--- src/rtl/core/rtp_pkg.sv ---
package rtp_pkg;

    localparam int CH_W     = 8;
    localparam int STATUS_W = 3;
    localparam int SEC_W    = 39;

    // multiply-add datapath widths
    localparam int MAC_A_W  = 25;
    localparam int MAC_B_W  = 18;
    localparam int MAC_W    = MAC_A_W + MAC_B_W;

    localparam logic [4:0] FIXED_LEN = 5'd19;

    localparam logic [STATUS_W-1:0] ST_OK      = 3'd0;
    localparam logic [STATUS_W-1:0] ST_FORMAT  = 3'd1;
    localparam logic [STATUS_W-1:0] ST_NONNUM  = 3'd2;
    localparam logic [STATUS_W-1:0] ST_RANGE   = 3'd3;
    localparam logic [STATUS_W-1:0] ST_NOZONE  = 3'd4;
    localparam logic [STATUS_W-1:0] ST_BADOFF  = 3'd5;
    localparam logic [STATUS_W-1:0] ST_BADMARK = 3'd6;
    localparam logic [STATUS_W-1:0] ST_TRAIL   = 3'd7;

    // day of the March-based year on which each month starts
    function automatic logic [8:0] month_start(input logic [3:0] m);
        logic [8:0] r;
        case (m)
            4'd1:    r = 9'd306;
            4'd2:    r = 9'd337;
            4'd3:    r = 9'd0;
            4'd4:    r = 9'd31;
            4'd5:    r = 9'd61;
            4'd6:    r = 9'd92;
            4'd7:    r = 9'd122;
            4'd8:    r = 9'd153;
            4'd9:    r = 9'd184;
            4'd10:   r = 9'd214;
            4'd11:   r = 9'd245;
            4'd12:   r = 9'd275;
            default: r = 9'd0;
        endcase
        return r;
    endfunction

endpackage

--- src/rtl/core/rtp_ifs.sv ---
interface rtp_char_if;
    logic                     valid;
    logic                     ready;
    logic [rtp_pkg::CH_W-1:0] ch;
    logic                     last;

    modport source (output valid, output ch, output last, input ready);
    modport sink   (input valid, input ch, input last, output ready);
endinterface

interface rtp_result_if;
    logic                             valid;
    logic                             ready;
    logic [rtp_pkg::STATUS_W-1:0]     status;
    logic signed [rtp_pkg::SEC_W-1:0] epoch_secs;

    modport source (output valid, output status, output epoch_secs, input ready);
    modport sink   (input valid, input status, input epoch_secs, output ready);
endinterface

--- src/rtl/core/rtp_mac.sv ---
module rtp_mac (
    input  logic signed [rtp_pkg::MAC_W-1:0]   addend,
    input  logic signed [rtp_pkg::MAC_A_W-1:0] op_a,
    input  logic signed [rtp_pkg::MAC_B_W-1:0] op_b,
    output logic signed [rtp_pkg::MAC_W-1:0]   sum
);

    logic signed [rtp_pkg::MAC_W-1:0] product;

    assign product = op_a * op_b;
    assign sum     = addend + product;

endmodule

--- src/rtl/core/rfc3339_timestamp_parser_core.sv ---
// Parses an RFC 3339 timestamp arriving one character per transaction, the last
// character flagged, and returns one result per string: a status code and the
// Unix seconds (zero unless the status is ok). Characters are taken one per
// cycle while a string streams in. After the last character the block is busy:
// it runs a check state and, when the text is valid, nine steps of the shared
// 25x18 multiply-add unit that build days-from-civil, the time of day and the
// zone offset, then loads the result register, straight after the check on an
// error; a result still waiting downstream holds the load until it is taken.
module rfc3339_timestamp_parser_core (
    input logic          clk,
    input logic          rst_n,
    rtp_char_if.sink     chars,
    rtp_result_if.source result
);

    typedef enum logic [3:0] {
        S_PARSE, S_CHECK, S_ERA, S_YOE, S_DOE, S_DAYS,
        S_SEC, S_HOUR, S_MIN, S_OFFH, S_OFFM, S_EMIT
    } state_t;

    typedef enum logic [3:0] {
        SUF_START, SUF_FRAC, SUF_DONE, SUF_OFF0, SUF_OFF1, SUF_OFF2,
        SUF_OFF3, SUF_OFF4, SUF_OFFBAD, SUF_MARKBAD, SUF_TRAIL
    } suffix_t;

    state_t  state_reg, state_next;
    suffix_t suffix_reg, suffix_next;

    logic [4:0]  char_index_reg, char_index_next;
    logic [13:0] year_reg, year_next;
    logic [6:0]  month_reg, month_next;
    logic [6:0]  day_reg, day_next;
    logic [6:0]  hour_reg, hour_next;
    logic [6:0]  minute_reg, minute_next;
    logic [6:0]  second_reg, second_next;
    logic        off_neg_reg, off_neg_next;
    logic [6:0]  off_hours_reg, off_hours_next;
    logic [6:0]  off_minutes_reg, off_minutes_next;
    logic        fmt_err_reg, fmt_err_next;
    logic        num_err_reg, num_err_next;
    logic        short_reg, short_next;

    logic [4:0]                          era_reg, era_next;
    logic signed [rtp_pkg::MAC_W-1:0]    acc_reg, acc_next;
    logic [rtp_pkg::STATUS_W-1:0]        calc_status_reg, calc_status_next;

    logic                                out_valid_reg, out_valid_next;
    logic [rtp_pkg::STATUS_W-1:0]        out_status_reg, out_status_next;
    logic signed [rtp_pkg::SEC_W-1:0]    out_secs_reg, out_secs_next;

    logic                                accept;
    logic                                out_free;
    logic [rtp_pkg::CH_W-1:0]            c;
    logic                                is_digit;
    logic [3:0]                          dv;
    logic [rtp_pkg::STATUS_W-1:0]        status_calc;

    logic [14:0]                         year_biased;
    logic [8:0]                          yoe;
    logic [1:0]                          cent;
    logic [8:0]                          doy;
    logic signed [rtp_pkg::MAC_W-1:0]    doe_addend;

    logic signed [rtp_pkg::MAC_W-1:0]    mac_addend;
    logic signed [rtp_pkg::MAC_A_W-1:0]  mac_a;
    logic signed [rtp_pkg::MAC_B_W-1:0]  mac_b;
    logic signed [rtp_pkg::MAC_W-1:0]    mac_sum;

    rtp_mac u_mac (
        .addend (mac_addend),
        .op_a   (mac_a),
        .op_b   (mac_b),
        .sum    (mac_sum)
    );

    function automatic logic [6:0] push_digit(input logic [6:0] v, input logic [3:0] d);
        logic [10:0] t;
        t = {4'd0, v} * 11'd10 + {7'd0, d};
        return t[6:0];
    endfunction

    assign chars.ready         = (state_reg == S_PARSE);
    assign accept              = chars.valid && chars.ready;
    assign out_free            = !out_valid_reg || result.ready;
    assign result.valid        = out_valid_reg;
    assign result.status       = out_status_reg;
    assign result.epoch_secs   = out_secs_reg;

    assign c        = chars.ch;
    assign is_digit = (c >= 8'h30) && (c <= 8'h39);
    assign dv       = c[3:0];

    // bias the year by one era so that floor division stays non-negative
    assign year_biased = {1'b0, year_reg} + 15'd400 - {14'd0, (month_reg <= 7'd2)};
    assign yoe         = acc_reg[8:0];
    assign cent        = (yoe >= 9'd300) ? 2'd3 : (yoe >= 9'd200) ? 2'd2 :
                         (yoe >= 9'd100) ? 2'd1 : 2'd0;
    assign doy         = rtp_pkg::month_start(month_reg[3:0]) + {2'd0, day_reg} - 9'd1;
    // removes the epoch offset and the one era of bias
    assign doe_addend  = $signed({34'd0, doy}) + $signed({36'd0, yoe[8:2]})
                       - $signed({41'd0, cent}) - 43'sd865565;

    always_comb
    begin
        if (short_reg || fmt_err_reg)
            status_calc = rtp_pkg::ST_FORMAT;
        else if (num_err_reg)
            status_calc = rtp_pkg::ST_NONNUM;
        else if (month_reg < 7'd1 || month_reg > 7'd12 || day_reg < 7'd1 ||
                 day_reg > 7'd31 || hour_reg > 7'd23 || minute_reg > 7'd59 ||
                 second_reg > 7'd60)
            status_calc = rtp_pkg::ST_RANGE;
        else
        begin
            case (suffix_reg) inside
                SUF_START, SUF_FRAC:
                    status_calc = rtp_pkg::ST_NOZONE;
                SUF_OFFBAD, SUF_OFF0, SUF_OFF1, SUF_OFF2, SUF_OFF3, SUF_OFF4:
                    status_calc = rtp_pkg::ST_BADOFF;
                SUF_MARKBAD:
                    status_calc = rtp_pkg::ST_BADMARK;
                SUF_TRAIL:
                    status_calc = rtp_pkg::ST_TRAIL;
                default:
                    status_calc = rtp_pkg::ST_OK;
            endcase
        end
    end

    always_comb
    begin
        mac_addend = '0;
        mac_a      = '0;
        mac_b      = '0;
        unique case (state_reg)
            S_ERA:
            begin
                mac_a = $signed({10'd0, year_biased});
                mac_b = 18'sd5243;
            end
            S_YOE:
            begin
                // era straight from the reciprocal product, loaded into era_reg here
                mac_addend = $signed({28'd0, year_biased});
                mac_a      = $signed({20'd0, acc_reg[25:21]});
                mac_b      = -18'sd400;
            end
            S_DOE:
            begin
                mac_addend = doe_addend;
                mac_a      = $signed({16'd0, yoe});
                mac_b      = 18'sd365;
            end
            S_DAYS:
            begin
                mac_addend = acc_reg;
                mac_a      = 25'sd146097;
                mac_b      = $signed({13'd0, era_reg});
            end
            S_SEC:
            begin
                mac_addend = $signed({36'd0, second_reg});
                mac_a      = acc_reg[rtp_pkg::MAC_A_W-1:0];
                mac_b      = 18'sd86400;
            end
            S_HOUR:
            begin
                mac_addend = acc_reg;
                mac_a      = $signed({18'd0, hour_reg});
                mac_b      = 18'sd3600;
            end
            S_MIN:
            begin
                mac_addend = acc_reg;
                mac_a      = $signed({18'd0, minute_reg});
                mac_b      = 18'sd60;
            end
            S_OFFH:
            begin
                mac_addend = acc_reg;
                mac_a      = $signed({18'd0, off_hours_reg});
                mac_b      = off_neg_reg ? 18'sd3600 : -18'sd3600;
            end
            S_OFFM:
            begin
                mac_addend = acc_reg;
                mac_a      = $signed({18'd0, off_minutes_reg});
                mac_b      = off_neg_reg ? 18'sd60 : -18'sd60;
            end
            default:
            begin
                mac_addend = '0;
            end
        endcase
    end

    always_comb
    begin
        state_next       = state_reg;
        suffix_next      = suffix_reg;
        char_index_next  = char_index_reg;
        year_next        = year_reg;
        month_next       = month_reg;
        day_next         = day_reg;
        hour_next        = hour_reg;
        minute_next      = minute_reg;
        second_next      = second_reg;
        off_neg_next     = off_neg_reg;
        off_hours_next   = off_hours_reg;
        off_minutes_next = off_minutes_reg;
        fmt_err_next     = fmt_err_reg;
        num_err_next     = num_err_reg;
        short_next       = short_reg;
        era_next         = era_reg;
        acc_next         = acc_reg;
        calc_status_next = calc_status_reg;
        out_valid_next   = out_valid_reg && !result.ready;
        out_status_next  = out_status_reg;
        out_secs_next    = out_secs_reg;

        unique case (state_reg)
            S_PARSE:
            begin
                if (accept)
                begin
                    if (char_index_reg < rtp_pkg::FIXED_LEN)
                    begin
                        char_index_next = char_index_reg + 5'd1;
                        unique case (char_index_reg) inside
                            5'd0, 5'd1, 5'd2, 5'd3:
                            begin
                                if (is_digit)
                                    year_next = 14'(year_reg * 14'd10 + {10'd0, dv});
                                else
                                    num_err_next = 1'b1;
                            end
                            5'd4, 5'd7:
                                if (c != 8'h2D) fmt_err_next = 1'b1;
                            5'd10:
                                if (c != 8'h54 && c != 8'h74 && c != 8'h20)
                                    fmt_err_next = 1'b1;
                            5'd13, 5'd16:
                                if (c != 8'h3A) fmt_err_next = 1'b1;
                            5'd5, 5'd6:
                                if (is_digit) month_next = push_digit(month_reg, dv);
                                else num_err_next = 1'b1;
                            5'd8, 5'd9:
                                if (is_digit) day_next = push_digit(day_reg, dv);
                                else num_err_next = 1'b1;
                            5'd11, 5'd12:
                                if (is_digit) hour_next = push_digit(hour_reg, dv);
                                else num_err_next = 1'b1;
                            5'd14, 5'd15:
                                if (is_digit) minute_next = push_digit(minute_reg, dv);
                                else num_err_next = 1'b1;
                            default:
                                if (is_digit) second_next = push_digit(second_reg, dv);
                                else num_err_next = 1'b1;
                        endcase
                    end
                    else
                    begin
                        case (suffix_reg) inside
                            SUF_START, SUF_FRAC:
                            begin
                                if (suffix_reg == SUF_START && c == 8'h2E)
                                    suffix_next = SUF_FRAC;
                                else if (suffix_reg == SUF_FRAC && is_digit)
                                    suffix_next = SUF_FRAC;
                                else if (c == 8'h5A || c == 8'h7A)
                                    suffix_next = SUF_DONE;
                                else if (c == 8'h2B || c == 8'h2D)
                                begin
                                    suffix_next      = SUF_OFF0;
                                    off_neg_next     = (c == 8'h2D);
                                    off_hours_next   = '0;
                                    off_minutes_next = '0;
                                end
                                else
                                    suffix_next = SUF_MARKBAD;
                            end
                            SUF_DONE:
                                suffix_next = SUF_TRAIL;
                            SUF_OFF0, SUF_OFF1:
                            begin
                                if (is_digit)
                                begin
                                    off_hours_next = push_digit(off_hours_reg, dv);
                                    suffix_next = (suffix_reg == SUF_OFF0) ? SUF_OFF1 : SUF_OFF2;
                                end
                                else
                                    suffix_next = SUF_OFFBAD;
                            end
                            SUF_OFF2:
                                suffix_next = (c == 8'h3A) ? SUF_OFF3 : SUF_OFFBAD;
                            SUF_OFF3, SUF_OFF4:
                            begin
                                if (is_digit)
                                begin
                                    off_minutes_next = push_digit(off_minutes_reg, dv);
                                    suffix_next = (suffix_reg == SUF_OFF3) ? SUF_OFF4 : SUF_DONE;
                                end
                                else
                                    suffix_next = SUF_OFFBAD;
                            end
                            default:
                                suffix_next = suffix_reg;
                        endcase
                    end
                    if (chars.last)
                    begin
                        short_next = (char_index_reg < rtp_pkg::FIXED_LEN);
                        state_next = S_CHECK;
                    end
                end
            end
            S_CHECK:
            begin
                calc_status_next = status_calc;
                acc_next         = '0;
                state_next       = (status_calc == rtp_pkg::ST_OK) ? S_ERA : S_EMIT;
            end
            S_ERA:
            begin
                acc_next   = mac_sum;
                state_next = S_YOE;
            end
            S_YOE:
            begin
                // floor(year / 400) from the reciprocal product, one era high
                era_next   = acc_reg[25:21];
                acc_next   = mac_sum;
                state_next = S_DOE;
            end
            S_DOE:
            begin
                acc_next   = mac_sum;
                state_next = S_DAYS;
            end
            S_DAYS:
            begin
                acc_next   = mac_sum;
                state_next = S_SEC;
            end
            S_SEC:
            begin
                acc_next   = mac_sum;
                state_next = S_HOUR;
            end
            S_HOUR:
            begin
                acc_next   = mac_sum;
                state_next = S_MIN;
            end
            S_MIN:
            begin
                acc_next   = mac_sum;
                state_next = S_OFFH;
            end
            S_OFFH:
            begin
                acc_next   = mac_sum;
                state_next = S_OFFM;
            end
            S_OFFM:
            begin
                acc_next   = mac_sum;
                state_next = S_EMIT;
            end
            S_EMIT:
            begin
                if (out_free)
                begin
                    out_valid_next   = 1'b1;
                    out_status_next  = calc_status_reg;
                    out_secs_next    = (calc_status_reg == rtp_pkg::ST_OK) ?
                                       acc_reg[rtp_pkg::SEC_W-1:0] : '0;
                    state_next       = S_PARSE;
                    suffix_next      = SUF_START;
                    char_index_next  = '0;
                    year_next        = '0;
                    month_next       = '0;
                    day_next         = '0;
                    hour_next        = '0;
                    minute_next      = '0;
                    second_next      = '0;
                    off_neg_next     = 1'b0;
                    off_hours_next   = '0;
                    off_minutes_next = '0;
                    fmt_err_next     = 1'b0;
                    num_err_next     = 1'b0;
                    short_next       = 1'b0;
                end
            end
            default:
            begin
                state_next = S_PARSE;
            end
        endcase
    end

    always_ff @(posedge clk or negedge rst_n)
    begin
        if (!rst_n)
        begin
            state_reg       <= S_PARSE;
            suffix_reg      <= SUF_START;
            char_index_reg  <= '0;
            year_reg        <= '0;
            month_reg       <= '0;
            day_reg         <= '0;
            hour_reg        <= '0;
            minute_reg      <= '0;
            second_reg      <= '0;
            off_neg_reg     <= 1'b0;
            off_hours_reg   <= '0;
            off_minutes_reg <= '0;
            fmt_err_reg     <= 1'b0;
            num_err_reg     <= 1'b0;
            short_reg       <= 1'b0;
            era_reg         <= '0;
            acc_reg         <= '0;
            calc_status_reg <= rtp_pkg::ST_OK;
            out_valid_reg   <= 1'b0;
            out_status_reg  <= rtp_pkg::ST_OK;
            out_secs_reg    <= '0;
        end
        else
        begin
            state_reg       <= state_next;
            suffix_reg      <= suffix_next;
            char_index_reg  <= char_index_next;
            year_reg        <= year_next;
            month_reg       <= month_next;
            day_reg         <= day_next;
            hour_reg        <= hour_next;
            minute_reg      <= minute_next;
            second_reg      <= second_next;
            off_neg_reg     <= off_neg_next;
            off_hours_reg   <= off_hours_next;
            off_minutes_reg <= off_minutes_next;
            fmt_err_reg     <= fmt_err_next;
            num_err_reg     <= num_err_next;
            short_reg       <= short_next;
            era_reg         <= era_next;
            acc_reg         <= acc_next;
            calc_status_reg <= calc_status_next;
            out_valid_reg   <= out_valid_next;
            out_status_reg  <= out_status_next;
            out_secs_reg    <= out_secs_next;
        end
    end

    a_busy_after_last: assert property (@(posedge clk) disable iff (!rst_n)
        (accept && chars.last) |=> !chars.ready)
        else $error("character taken while a string is being finished");

    a_error_zero_secs: assert property (@(posedge clk) disable iff (!rst_n)
        (result.valid && result.status != rtp_pkg::ST_OK) |-> (result.epoch_secs == '0))
        else $error("seconds not zero on an error status");

    a_index_bound: assert property (@(posedge clk) disable iff (!rst_n)
        char_index_reg <= rtp_pkg::FIXED_LEN)
        else $error("character index beyond the fixed part");

    a_emit_clears: assert property (@(posedge clk) disable iff (!rst_n)
        (state_reg == S_EMIT && out_free) |=>
            (result.valid && state_reg == S_PARSE && char_index_reg == '0))
        else $error("result load did not restart the parser");

endmodule
--- src/flat_wrapper.sv ---
// flat-port wrapper written by rule: the top's interface ports become plain ports
module rfc3339_timestamp_parser_core_flat 
  (clk, rst_n, chars_valid, chars_ch, chars_last, chars_ready, result_valid, result_status, result_epoch_secs, result_ready);
  rtp_char_if chars_i ();
  rtp_result_if result_i ();
  input logic clk;
  input logic rst_n;
  input wire logic [$bits(chars_i.valid)-1:0] chars_valid;
  input wire logic [$bits(chars_i.ch)-1:0] chars_ch;
  input wire logic [$bits(chars_i.last)-1:0] chars_last;
  output wire logic [$bits(chars_i.ready)-1:0] chars_ready;
  output wire logic [$bits(result_i.valid)-1:0] result_valid;
  output wire logic [$bits(result_i.status)-1:0] result_status;
  output wire logic [$bits(result_i.epoch_secs)-1:0] result_epoch_secs;
  input wire logic [$bits(result_i.ready)-1:0] result_ready;
  assign chars_i.valid = chars_valid;
  assign chars_i.ch = chars_ch;
  assign chars_i.last = chars_last;
  assign chars_ready = chars_i.ready;
  assign result_valid = result_i.valid;
  assign result_status = result_i.status;
  assign result_epoch_secs = result_i.epoch_secs;
  assign result_i.ready = result_ready;
  rfc3339_timestamp_parser_core u_core (.clk(clk), .rst_n(rst_n), .chars(chars_i), .result(result_i));
endmodule
--- config.mk ---
export PLATFORM = sky130hd
export DESIGN_NAME = rfc3339_timestamp_parser_core_flat
export DESIGN_NICKNAME = d
export VERILOG_FILES = /design/src/rtl/core/rtp_pkg.sv /design/src/rtl/core/rtp_ifs.sv /design/src/rtl/core/rtp_mac.sv /design/src/rtl/core/rfc3339_timestamp_parser_core.sv /design/src/flat_wrapper.sv
export SDC_FILE = /design/constraint.sdc
export NUM_CORES = 1
export LEC_CHECK = 0
export ABC_AREA = 1
export BUFFER_PORTS_ARGS = -buffer_cell sky130_fd_sc_hd__buf_4
export CORE_MARGIN = 8
export CORE_UTILIZATION = 40
export CTS_CLUSTER_DIAMETER = 50
export DETAILED_ROUTE_END_ITERATION = 10
export GPL_TIMING_DRIVEN = 1
export PLACE_DENSITY = 0.54
export SETUP_SLACK_MARGIN = 0.5
export SLEW_MARGIN = 20
export SYNTH_ARGS = -nofsm -noshare
export SYNTH_HDL_FRONTEND = slang
export SYNTH_SLANG_ARGS = --single-unit
export TNS_END_PERCENT = 100
--- constraint.sdc ---
create_clock -name clk -period 12.18 [get_ports clk]
set_clock_uncertainty 0.1 [all_clocks]
set_input_delay 0 -clock clk [delete_from_list [all_inputs] [get_ports clk]]
set_output_delay 0 -clock clk [all_outputs]
set_load 0.005 [all_outputs]
# After elaboration in Yosys (flattened, before gate mapping)

Memory sizes are Yosys's and may differ from the RTL's.
Cells that the tools add are included.

Add/subtract/negate cells: 17
Multiply operators: 9
Magnitude comparators: 14
Equality and inequality tests: 82
Mux-type cells: 121
Reduce and logical (&&, ||, !) cells: 57

Operators by type and width:

| operator                                            | number |
|---|---|
| 2-to-1 mux 7 bit                                    | 39 |
| one-hot mux 25 bit (9 select lines)                 | 1 |
| one-hot mux 43 bit (4 select lines)                 | 1 |
| one-hot mux 18 bit (9 select lines)                 | 1 |
| one-hot mux 7 bit (2 select lines)                  | 7 |
| one-hot mux 43 bit (2 select lines)                 | 1 |
| 2-to-1 mux 4 bit                                    | 18 |
| 2-to-1 mux 14 bit                                   | 5 |
| adder 7 x 4 -> 7 bit                                | 7 |
| multiplier 7 x 3 -> 6 bit, second input constant    | 7 |
| one-hot mux 4 bit (12 select lines)                 | 1 |
| adder 43 bit                                        | 1 |
| multiplier 25 x 18 -> 43 bit                        | 1 |
| subtractor 43 x 21 -> 43 bit, second input constant | 1 |
| subtractor 43 x 3 -> 43 bit                         | 1 |
| AND reduction 6 bit                                 | 7 |
| equality test 5 x 4 -> 1 bit, second input constant | 8 |
| 2-to-1 mux 39 bit                                   | 1 |
| inequality test 3 bit, second input constant        | 13 |
| 2-to-1 mux 18 bit                                   | 2 |
| inequality test 2 bit, second input constant        | 18 |
| equality test 4 x 3 -> 1 bit, second input constant | 8 |
| equality test 8 x 6 -> 1 bit, second input constant | 4 |
| equality test 4 bit, second input constant          | 7 |
| other kinds (61)                                    | 140 |

Flip-flop bits (word level): 174
ROM bits: 144
Input port bits: 13
Output and inout bits: 44
Logic and storage cells: 322
Memories: 1

Memory list:

| name            | words | bits a word | rd ports | clocked after memory_dff | wr ports | RTL line      | source |
|---|---|---|---|---|---|---|---|
| (no name shown) | 16    | 9           | 1        | 0                        | 0        | rtp_pkg.sv:26 | `case (m)` |

# Longest topological paths before layout

Depth in word-level cells: 13
Gate-level depth with buffers: 49
Gate-level depth less buffers: 49

# Cells and area by module

A second synthesis with hierarchy kept.

Cells, all modules: 4184
Area, all modules: 31866.8 sq um

By module, submodules not included:

| module                        | instances | cells an instance | area each (sq um) | sequential area each (sq um) |
|---|---|---|---|---|
| rtp_mac                       | 1         | 2417              | 18586.6           | 0.0 |
| rfc3339_timestamp_parser_core | 1         | 1767              | 13280.2           | 4354.2 |

# Worst setup path after synthesis

No wires, ideal clock.

Path type: register to register
Start: register u_core.month_reg[1]
End: register u_core.acc_reg[17] in the netlist's numbering
Setup time: 0.132 ns
Data arrival time: 7.994 ns
Required time: 11.948 ns
Setup slack: 3.954 ns
Stages on the path, launching flop included: 45
Path buffers: 0
Period minus slack after synthesis: 8.226 ns
Cell sequence: dfrtp_1 > inv_1 > ha_1 > o21ai_0 > a21oi_1 > a21oi_1 > ha_1 > inv_1 > ha_1 > fa_1 > ha_1 > nand3_1 > nand3_1 > nand2_1 > nand2_1 > a21oi_1 > xor2_1 > inv_1 > [9 not listed] > a21oi_1 > fa_1 > inv_1 > fa_1 > inv_1 > fa_1 > inv_1 > fa_1 > ha_1 > ha_1 > a21o_1 > a21oi_1 > nand2_1 > a21oi_1 > o21bai_1 > or2_2 > nand3_1 > o21ai_0

Word-level cells in the longest chain between the ends: 9
Elaborated cells on any way between the ends: 13
Classes of those cells: add/sub (7); mul (1); order compare (1); mux (3); memory (1)

RTL lines:

| item                                    | RTL line                             | source |
|---|---|---|
| from (decl)                             | rfc3339_timestamp_parser_core.sv:31  | `logic [6:0] month_reg, month_next;` |
| from (signal assigned)                  | rfc3339_timestamp_parser_core.sv:434 | `month_reg <= month_next;` |
| memory read (16 x 9 bit)                | -                                    |  |
| adder 9 x 7 -> 9 bit                    | rfc3339_timestamp_parser_core.sv:98  | `assign doy = rtp_pkg::month_start(month_reg[3:0]) + {2'd0, day_reg} - 9'd1;` |
| subtractor 9 x 1 -> 9 bit               | rfc3339_timestamp_parser_core.sv:98  |  |
| adder 9 x 7 -> 10 bit                   | rfc3339_timestamp_parser_core.sv:100 | `assign doe_addend = $signed({34'd0, doy}) + $signed({36'd0, yoe[8:2]})` |
| subtractor 43 x 3 -> 43 bit             | rfc3339_timestamp_parser_core.sv:101 | `- $signed({41'd0, cent}) - 43'sd865565;` |
| subtractor 43 x 21 -> 43 bit            | rfc3339_timestamp_parser_core.sv:101 |  |
| one-hot mux 43 bit (4 select lines)     | rfc3339_timestamp_parser_core.sv:135 | `unique case (state_reg)` |
| adder 43 bit (*)                        | rtp_mac.sv:11                        | `assign sum = addend + product;` |
| one-hot mux 43 bit (2 select lines) (*) | rfc3339_timestamp_parser_core.sv:221 | `unique case (state_reg)` |
| to (signal assigned)                    | rfc3339_timestamp_parser_core.sv:446 | `acc_reg <= acc_next;` |
| to (decl)                               | rfc3339_timestamp_parser_core.sv:44  | `logic signed [rtp_pkg::MAC_W-1:0] acc_reg, acc_next;` |

Every way passes the cells marked *; elsewhere a longest branch is shown, timed or not.
A chain may end at the register's enable or synchronous reset.

# Worst setup path after layout

Start: register u_core.month_reg[0]
End: register u_core.acc_reg[23] in the netlist's numbering

Same word-level chain as after synthesis.

==> qor.txt <==
Status - finished, final reports clean
Period minus WS final - 9990 ps
Clk root buf - clkbuf_16
WHS Endpoint - u_core.char_index_reg[1]$_DFFE_PN0P_
Mean Syn Cell Area - 8.28 um2
Total die area - 0.0779 mm2
Vias in the first global route - 22800
RSZ-0062 raised after global routing - no
Post CTS Setup Buffer Count - 0
Max-slew headroom at the worst pin - 30.9%
Initial antenna violation count - 1
Remaining DRCs - 0
WHS Path Cells - 6
Crit path largest cell delay - 710 ps
Yosys top cell area share - 33.4%
Max Root-Sink Buffers - 2
FF-to-FF path depth - 36
Total GRT Usage - 22.2%
Top achievable clock speed - 100 MHz
Post-synth EDFFs - 0
Final Hold Viols - 0
Met1 usage - 31.7%
Setup crit start kind - flop
Synthesized cell area - 0.0277 mm2
Seq cells post-synth - 170
Max-cap violations - 0
H-tree depth - 4
Post-route design area - 0.0305 mm2
Clk Latency, worst-skew pair - 470 ps
Core Footprint - 0.0686 mm2
Final net count - 4273
PortBufs - 56
CTS tree - yes
Top-count cell post-synth - inv_1
Layout cells sized above 1 - 4.99%
Synth top cells by count - inv_1, nand2_1, fa_1
Most frequent cell on the critical path - fa_1
First-pass GRT wire length - 133000 um
Final Core Density - 44.4%
Seq. cell area - 0.00425 mm2
DR vias - 22300
RR Startpoint - u_core.month_reg[0]$_DFFE_PN0P_
Crit end category - flop
Post-synth cell types - 61
Avg WL per Cell - 18.8 um
Met2 Use GR - 33.8%
HP Start - chars_valid
Setup_tns - 0 ps
CP max-delay cell - a211oi_1
Max Slew Vio Count - 0
Post-synth top area cell - fa_1
Layout fillers - 7002
R2R setup slack - 2190 ps
Synth area leaders - fa_1, dfrtp_1, ha_1, inv_1, nand2_1
Worst EP required - 12390 ps
Total gr overflow - 0
Reg2reg end - u_core.acc_reg[23]$_DFFE_PN0P_
Ports - 57
Routed Antenna Nets - 0
# setup viols final - 0
Clk pin slew, worst setup/hold paths - 80 ps
Hold Crit Class - input port to flop
Cells after synthesis - 3346
Largest net degree at the start of global routing - 106
DRT Wirelength - 84400 um
Critical path class - flop to flop
Post-synthesis sequential area ratio - 15.4%
Gpl congestion - 0.964
Placement-stage cell area - 0.0298 mm2
Slew @ Worst Pin - 1030 ps
Warnings, synthesis - 0
Crit share post-route - 82.0%
GR peak layer - met2
Vias per inst - 4.96
CTS sink cnt - 170
Initial Utilization - 40.4%
Multi-input gate area - 0.0208 mm2
Post-detail-place hpwl - 70700 um
Cell Rows - 96
Asr flop ratio synth - 100%
Die Wd - 279 um
Ys flop type - dfrtp_1
Layout Area Growth over Synthesis - 9.91%
Worst Path Arrival - 10200 ps
Total CTS buffers - 17
DRT iter0 DRCs - 1543
M3 GR Usage - 4.84%
Drt first pass iters - 6
Crit Path Max Fanout - 8
Chip Height - 279 um
[logic make-up (layout without fill, tap and decap cells)]
group,count (synthesis),count (layout),share of synthesized area (%)
buffers and inverters,860,921,11.7
AOI/OAI and AO/OA,453,453,9.51
xor gates and xnor gates,82,82,2.59
other,2,161,0.0271
and+or+nand+nor,1071,1071,16.3
DFF,170,170,15.4
adders and majority gates,708,708,44.5
[critical path: cells and delay by family, from the launching register on]
kind            cells  cell delay (ps)
compound gates      7             2050
xor+xnor            1              580
fa+ha+maj          12             4930
buf+inv             7              630
flops               1              470
simple gates        9             1030
[area by class of cell]
cell class              instances  share of cell area (%)
multi-input cells            2474                    68.3
flip-flops and latches        170                    14.0
inverters                     806                    9.95
well taps                     931                    3.83
repair buffers                 83                    2.12
clock buffers                  18                    1.41
clock inverters                14                   0.415
diodes                          1                 0.00822
[metal layers]
layer	routed length (um)	share of wire [%]
met5	0	0
met1	38800	46
met3	6480	7.7
met2	36800	44
met4	2400	2.8
[timing repair]
item	in CTS	in global routing
setup endpoints to repair	0	0
gates resized for setup	0	0
hold buffers	7	0
hold endpoints to repair	118	0
[stage by stage]
| stage | cells | setup WS, ps | hold WS, ps |
|---|---|---|---|
| 6_report | 4497 | 2190 | 21.1 |
| 5_1_grt | 4497 | 1540 | 67.4 |
| 4_1_cts | 4496 | 2260 | 4.73 |
| 3_5_place_dp | 4457 | 2300 | 91.5 |
| 3_3_place_gp | 4457 | 2220 | 90.2 |
| 2_1_floorplan | 3504 | 3950 | -396 |
[placed cells by master, fill, tap and decap left out, types with 4 or more instances in the layout]
| cell | synthesis | layout |
|---|---|---|
| a221oi_1 | 8 | 8 |
| dfrtp_1 | 170 | 170 |
| nor2_4 | 5 | 5 |
| nand2_2 | 4 | 4 |
| dlygate4sd3_1 | 0 | 7 |
| o21ai_1 | 13 | 13 |
| o21ai_0 | 171 | 171 |
| o22ai_1 | 35 | 35 |
| xnor2_1 | 32 | 32 |
| conb_1 | 2 | 160 |
| inv_6 | 0 | 5 |
| buf_4 | 0 | 75 |
| clkbuf_16 | 0 | 17 |
| ha_1 | 246 | 246 |
| a21o_1 | 13 | 13 |
| fa_1 | 462 | 462 |
| o21bai_1 | 11 | 11 |
| nand4_1 | 24 | 24 |
| a211oi_1 | 8 | 8 |
| a21oi_1 | 122 | 122 |
| nor2_1 | 252 | 252 |
| a22oi_1 | 5 | 5 |
| nand3_2 | 4 | 4 |
| nor3_1 | 27 | 26 |
| nand2_1 | 571 | 571 |
| nand3_1 | 143 | 143 |
| a31oi_1 | 22 | 22 |
| o211ai_1 | 11 | 11 |
| inv_2 | 21 | 21 |
| xor2_1 | 50 | 50 |
| o31ai_1 | 11 | 11 |
| nor4_1 | 5 | 5 |
| or2_2 | 13 | 13 |
| inv_1 | 780 | 780 |
| nor2_2 | 7 | 7 |
[worst max path at each step]
stage,startpoint,to,slack [ps],depth (start not counted)
finish,u_core.month_reg[0]$_DFFE_PN0P_,u_core.acc_reg[23]$_DFFE_PN0P_,2190,36
global route,u_core.month_reg[2]$_DFFE_PN0P_,u_core.acc_reg[23]$_DFFE_PN0P_,1540,38
detailed placement,u_core.month_reg[2]$_DFFE_PN0P_,u_core.acc_reg[26]$_DFFE_PN0P_,2300,37
global placement,u_core.month_reg[2]$_DFFE_PN0P_,u_core.acc_reg[23]$_DFFE_PN0P_,2220,35
floorplan,u_core.month_reg[1]$_DFFE_PN0P_,u_core.acc_reg[17]$_DFFE_PN0P_,3950,44
CTS,u_core.month_reg[2]$_DFFE_PN0P_,u_core.acc_reg[23]$_DFFE_PN0P_,2260,35
Power is not shown: default switching activity piles up to over one toggle a cycle in this logic, so the estimate is an artifact.
